--- src/sv/gap_ram.sv ---
// gap_ram: generic single write port memory with registered read
// no dependencies
`default_nettype none

module gap_ram #(
  parameter int unsigned WIDTH = 8,
  parameter int unsigned DEPTH = 16,
  localparam int unsigned AW = $clog2(DEPTH)
) (
  input  wire logic             clk_i,
  input  wire logic             we_i,
  input  wire logic [AW-1:0]    waddr_i,
  input  wire logic [WIDTH-1:0] wdata_i,
  input  wire logic [AW-1:0]    raddr_i,
  output logic      [WIDTH-1:0] rdata_o
);

  logic [WIDTH-1:0] mem_q [DEPTH];

  always_ff @(posedge clk_i) begin
    if (we_i) begin
      mem_q[waddr_i] <= wdata_i;
    end
    rdata_o <= mem_q[raddr_i];
  end

endmodule

`default_nettype wire

--- config.mk ---
export PLATFORM = sky130hd
export DESIGN_NAME = gap_ram
export DESIGN_NICKNAME = d
export VERILOG_FILES = /design/src/sv/gap_ram.sv
export SDC_FILE = /design/constraint.sdc
export NUM_CORES = 1
export LEC_CHECK = 0
export BUFFER_PORTS_ARGS = -buffer_cell sky130_fd_sc_hd__clkbuf_2
export CAP_MARGIN = 20
export CORE_MARGIN = 3
export CORE_UTILIZATION = 55
export CTS_CLUSTER_DIAMETER = 150
export DETAILED_ROUTE_END_ITERATION = 10
export GPL_TIMING_DRIVEN = 0
export PLACE_DENSITY_LB_ADDON = 0.05
export SETUP_SLACK_MARGIN = 0.5
export SLEW_MARGIN = 20
export SYNTH_ARGS = -nofsm -noshare
export SYNTH_HDL_FRONTEND = slang
export SYNTH_SLANG_ARGS = --single-unit
--- constraint.sdc ---
create_clock -name clk_i -period 2.32 [get_ports clk_i]
set_input_delay 0.116 -clock clk_i [delete_from_list [all_inputs] [get_ports clk_i]]
set_output_delay 0.116 -clock clk_i [all_outputs]
set_load 0.1 [all_outputs]
; Yosys cells after proc, flatten, opt, wreduce, memory -nomap -nowiden
; Memory sizes are Yosys's and may differ from the RTL's. A register that Yosys moved wholly into a read port is not among the register bits.
; Index checks and enable logic that the tools add are counted.
[word_totals]
n_memories = 1
in_bits = 18
latchBits = 0
ramBits = 128
wordCells = 3
rom_bits = 0
regBits = 0
out_inout_bits = 8
[op_classes]
bitwise = 0
order_cmp = 0
mul = 0
shift = 0
n_eq_ne = 0
n_mux = 2
add_sub_neg = 0
div_mod_pow = 0
n_reduce_logical = 0
[mem_list]
columns = name, depth, width, read_ports, rd_ports_with_merged_regs, wr, line
row1 = mem_q, 16, 8, 1, 1, 1, 18  ; logic [WIDTH-1:0] mem_q [DEPTH];
[op_table]
columns = cell, count
row1 = 2-to-1 mux 1 bit, 2

; Depth between registers and ports, before layout
; Gate-level depths: netlist (run 1).
[depth]
ltp_word = 2
ltp_mapped = 5
mapped_depth_nobuf = 3

; Least setup slack after synthesis (run 1)
; OpenSTA, ideal clock, no wires.
[synth_path]
kind = input -> register
start = input waddr_i[2]
end = memory mem_q[0][0], enable pin
required_time_ps = 1937
setup_ps = 383
path_stages = 2
n_path_buf = 0
arrival_time_ps = 1226
slack_ps = 711
path_cell_list = or3b_2 nor3_1
[synth_lines]
columns = element, line
row1 = from (decl), 12  ; input wire logic [AW-1:0] waddr_i,
row2 = to (decl), 18
; Straight into the memory's write port.

==> out/qor.yml, run 1 <==
setup_path:
  cp-start-kind: "flop"
  worstSetupPathType: "reg -> reg"
  worstPathArrival_ns: 1.82
  worst_setup_path_end_kind: "flop"
  crit_required_ns: 2.70
  r2r_slack_ns: 0.88
  crit_fanout: 1
run:
  maxCapViolations: 0
grt:
  grt_max_degree: 17
  antenna_found_initial: 0
  grt_usage_pct: 21.5
  grt_pass1_vias: 2534
  grt_first_pass_wirelength_um: 15200
  grt-ovfl-total: 0
final_layout:
  layout_commonest_cell: "edfxtp_1"
  fin_nets: 290
  layout_common_cells: "128 x edfxtp_1, 24 x clkbuf_2, 18 x mux4_2"
  syn_to_final_growth_pct: 17.6
  num_antenna_cells: 0
  layout-drive-gt1-share_pct: 29.5
  fill_cells: 555
  fin_util_pct: 68.1
die:
  fp.dieArea_um2: 10600
  initial_core_util_pct: 57.9
  core_area_um2: 8890
  die_x_um: 103
  die_y_um: 103
  ioPinCount: 26
  rows: 34
placement:
  hpwl_um: 6170
  globalplace.congestion: 0.731
  io_buffers: 24
  pre_cts_ws_ns: 0.491
sta:
  finalSetupTns_ns: 0
  whs_ns: 0.0743
  setup_viol: 0
  rsz0062_at_grt: "no"
  clock-skew-final_ns: 0.0171
  period_share_pct: 62.0
  max_slew.worst_pin.slew_ns: 0.846
  slew_viol_final: 0
  fmax_mhz: 695
  finalHoldViolations: 0
  timing.final.ws_setup_ns: 0.881
  relSlewSlack_pct: 43.4
  fin_crit_ns: 1.44
route:
  via_count: 2405
  routed_wl_um: 10100
  wl_per_cell_um: 25.6
  drt_pass1_iterations: 4
  post_drt_via_cell_ratio: 6.12
  drtIter0Drc: 237
  drtAntennaViolNets: 0
  drcViolationCount: 0
clock_network:
  clock_latency_ns: 0.51
  cts_tree: "built"
  clock_sinks: 136
  cts_buffers: 17
  clk_pin_slew_ns: 0.06
  cts_setup_buffers: 0
  root_buffer: "clkbuf_8"
  cts_buffer_depth: 2
  cts_resized: 0
  cts_hold_buf: 0
  cts_max_level: 4
yosys:
  synth_seq_cells: 136
  synthCells: 229
  synthDistinctLibCells: 19
  synth_nets: 247
  ys_seq_area_share_pct: 77.8
  synthArstFlopShare_pct: 0
  synth-edff-count: 128
  synth_flop_cell: "edfxtp_1"
  avgSynthCellArea_um2: 22.5
  netlist_area_um2: 5150
  yosysWarnings: 0
power_and_ir_drop:
  power.leakage_nw: 2.05
  cellPowerDensity_nw_per_um2: 987
  ir_worst_vdd_uv: 541
worst_hold_path:
  hp-class: "in -> reg"
run_status:
  status: "complete, no violations"
==> path summary, 6_finish.rpt <==
path | endpoint | cells past startpoint | start
min | mem_q[7][6] | 1 | wdata_i[6]
max reg2reg | rdata_o[0] | 3 | mem_q[4][0]
min reg2reg | rdata_o[7] | 3 | mem_q[10][7]
max | rdata_o[0] | 3 | mem_q[4][0]
==> worst max-delay path, stage by stage (launching register included) <==
cell      delay, ns
edfxtp_1       0.36
mux4_1         0.56
a22oi_1        0.27
nand2_1        0.11
==> kinds of logic after synthesis <==
family	Yosys count	synth area share, %
flip-flops	136	77.8
AND/OR/NAND/NOR	35	3.18
buffers and inverters	10	1.68
AO/OA/AOI/OAI	16	2.33
multiplexers	32	15.0
==> sequential cells by signal (all words and copies together), names as in the netlist <==
register	cells
mem_q	128
rdata_o	8
==> where the power goes <==
group	total (mW)	switching, mW	internal (mW)
Combinational	0.384	0.275	0.109
Sequential	2.76	0.0135	2.75
Clock	2.83	0.921	1.91
Total	5.98	1.21	4.77
==> synth_stat cells, drive strengths merged (2+ instances only) <==
master	number	share of area, %
a22oi	16	2.3
mux4	32	15
dfxtp	8	3.1
clkdlybuf4s25	3	0.58
nor3	4	0.39
buf	7	1.1
edfxtp	128	75
nand2	9	0.66
nor2	13	0.95
nand3b	2	0.29
nand2b	2	0.24
==> cell type report <==
type	count	area [um2]	area share, %
clock buffers	24	460	7.61
plain buffers	10	86.3	1.43
multi-input cells	83	1080	17.8
clock inverters	8	170	2.81
well taps	108	135	2.23
repair buffers	24	120	1.98
flip-flops and latches	136	4000	66.1
==> metal layers <==
metal | routed length [um] | vias to the layer above | GRT usage (%)
met2 | 4910 | 90 | 31.9
met5 | 0 | - | 0
met1 | 4260 | 1246 | 31.0
li1 | - | 1062 | -
met3 | 815 | 7 | 6.36
met4 | 94 | 0 | 7.87
==> stage by stage <==
| step | instance area, um2 | power (mW) | cells |
|---|---|---|---|
| CTS | 6050 | 6.02 | 393 |
| finish | 6050 | 5.98 | 393 |
| detailed placement | 5420 | 3.20 | 361 |
| floorplan | 5150 | 3.07 | 229 |
| global placement | 5400 | 3.19 | 361 |
| global route | 6050 | 6.17 | 393 |
Power figures use the tool's default switching activity.
==> inputs of run 2 (changes only) <==
--- a/config.mk
+++ b/config.mk
@@ -8,7 +8,7 @@
 export BUFFER_PORTS_ARGS = -buffer_cell sky130_fd_sc_hd__clkbuf_2
 export CAP_MARGIN = 20
 export CORE_MARGIN = 3
-export CORE_UTILIZATION = 55
+export CORE_UTILIZATION = 54
 export CTS_CLUSTER_DIAMETER = 150
 export DETAILED_ROUTE_END_ITERATION = 10
 export GPL_TIMING_DRIVEN = 0
==> constraint.sdc (replaced) <==
create_clock -name clk_i -period 1.2 [get_ports clk_i]
set_input_delay 0.06 -clock clk_i [delete_from_list [all_inputs] [get_ports clk_i]]
set_output_delay 0.06 -clock clk_i [all_outputs]
set_load 0.1 [all_outputs]
==> out/qor.yml, run 2 (synthesized netlist as in run 1, its figures left out) <==
run_status:
  status: "complete, but fails checks"
  violations: "setup timing"
power_and_ir_drop:
  finalPower_mw: 11.7  # +96%
  cellPowerDensity_nw_per_um2: 1770  # +80%
  power.leakage_nw: 2.18  # +6.7%
  ir_worst_vdd_uv: 1370  # +150%
sta:
  max_slew.worst_pin.slew_ns: 0.772  # -0.0739 ns
  timing.final.ws_setup_ns: -0.140  # -1.02 ns
  clock-skew-final_ns: 0.00671  # -0.0104 ns
  rsz0062_at_grt: "yes"
  finalHoldViolations: 0  # unchanged
  setup_viol: 8  # +8
  period_share_pct: 112  # +50 points
  fmax_mhz: 746  # +7.4%
  fin_crit_ns: 1.34  # -0.0985 ns
  finalSetupTns_ns: -0.849  # -0.849 ns
  relSlewSlack_pct: 48.3  # +4.9 points
  slew_viol_final: 0  # unchanged
clock_network:
  root_buffer: "clkbuf_8"
  cts_max_level: 4  # unchanged
  clock_sinks: 136  # unchanged
  cts_hold_buf: 0  # unchanged
  cts_buffer_depth: 2  # unchanged
  cts_tree: "built"
  clock_latency_ns: 0.51  # about the same
  cts_buffers: 17  # unchanged
  clk_pin_slew_ns: 0.06  # about the same
setup_path:
  cp_cell_sequence: "mux4_2, a22oi_2, nand2_1"
  crit_required_ns: 1.58  # -1.12 ns
  worstSetupPathType: "reg -> reg"
  reg2regPathDepth: 3  # unchanged
  critPathMaxStageDelay_ns: 0.55  # about the same
  cp_slowest_cell: "mux4_2"
  crit_fanout: 1  # unchanged
  cp-start-kind: "flop"
  worst_setup_path_end_kind: "flop"
  worstPathArrival_ns: 1.72  # -0.10 ns
grt:
  grtUsageMet3_pct: 4.98  # -1.4 points
  gr-usage-met2_pct: 34.3  # +2.4 points
  grt_max_degree: 17  # unchanged
  busiest_layer: "met2"
  grtUsageMet1_pct: 29.1  # -1.9 points
  grt_pass1_vias: 2666  # +5.2%
  grt_first_pass_wirelength_um: 16100  # +6.1%
  grt-ovfl-total: 0  # unchanged
  antenna_found_initial: 0  # unchanged
  grt_usage_pct: 21.3  # -0.26 points
final_layout:
  top_register: "mem_q"
  largest_registers: "mem_q (128), rdata_o (8)"
  final_cell_count_no_fill: 423  # +7.6%
  fin_util_pct: 73.6  # +5.5 points
  layout_commonest_cell: "edfxtp_1"
  largest_reg_flops: 128  # unchanged
  layout_common_cells: "128 x edfxtp_1, 32 x mux4_2, 24 x clkbuf_16"
  syn_to_final_growth_pct: 28.4
  num_antenna_cells: 0  # unchanged
  layout-drive-gt1-share_pct: 48.8  # +19 points
  fin_nets: 302  # +4.1%
die:
  initial_core_util_pct: 57.3  # -0.55 points
  die_y_um: 104  # +0.87%
  ioPinCount: 26  # unchanged
  fp.dieArea_um2: 10700  # +1.7%
  core_area_um2: 8980  # +0.96%
  rows: 34  # unchanged
  die_x_um: 104  # +0.87%
route:
  drtAntennaViolNets: 0  # unchanged
  routed_wl_um: 10500  # +4.4%
  drtIter0Drc: 218  # -8.0%
  via_count: 2428  # +0.96%
  drt_pass1_iterations: 4  # unchanged
  drcViolationCount: 0  # unchanged
  wl_per_cell_um: 24.9  # -3.0%
  post_drt_via_cell_ratio: 5.74  # -6.2%
placement:
  place_inst: 379  # +5.0%
  hpwl_um: 6190  # +0.36%
  pre_cts_ws_ns: -0.290  # -0.781 ns
  globalplace.congestion: 0.699  # -4.4%
  io_buffers: 24  # unchanged
run:
  maxCapViolations: 0  # unchanged
worst_hold_path:
  hp-class: "in -> reg"
  holdPathStages: 1  # unchanged
## run 2: through the flow
step	instance area, um2	hold WS [ns]
finish	6610	0.0261
global route	6610	0.0315
CTS	6590	0.0118
detailed placement	5560	0.525
global placement	5560	0.514
floorplan	5280	0.159
## run 2: cell type report
class	count	area, um2
clock inverter	11	170
fill	504	2370
buffer	10	120
clock buffer	21	459
sequential	136	4010
tap	126	158
timing repair buffer	36	475
multi-input combinational	83	1210
## run 2: timing repair
item / CTS / global route
setup buffers: 11 / 1
resized for setup: 43 / 6
endpoints found under the setup margin: 98 / 72
pin swaps: 10 / 2
## run 2: per-layer routing
layer / up-vias / routed length (um)
met5: - / 0
met2: 71 / 5410
met4: 0 / 121
met1: 1273 / 4320
met3: 11 / 668
li1: 1073 / -
## run 2: report_power, final
part	internal, mW	switching, mW
logic	0.398	0.583
clock network	3.54	1.85
registers	5.32	0.0455
total	9.26	2.47
## run 2: final timing paths
| kind | from | to | slack [ns] |
|---|---|---|---|
| worst max register to register | mem_q[3][5] | rdata_o[5] | -0.14 |
| worst min register to register | mem_q[15][1] | rdata_o[1] | 0.67 |
| worst max-delay path | mem_q[3][5] | rdata_o[5] | -0.14 |
| worst min-delay path | wdata_i[2] | mem_q[10][2] | 0.03 |
## run 2: worst max-delay path, delay by kind of cell (launching register included)
kind,cells,cell delay (ns)
compound gates,1,0.19
flops,1,0.40
mux,1,0.55
simple gates,1,0.08
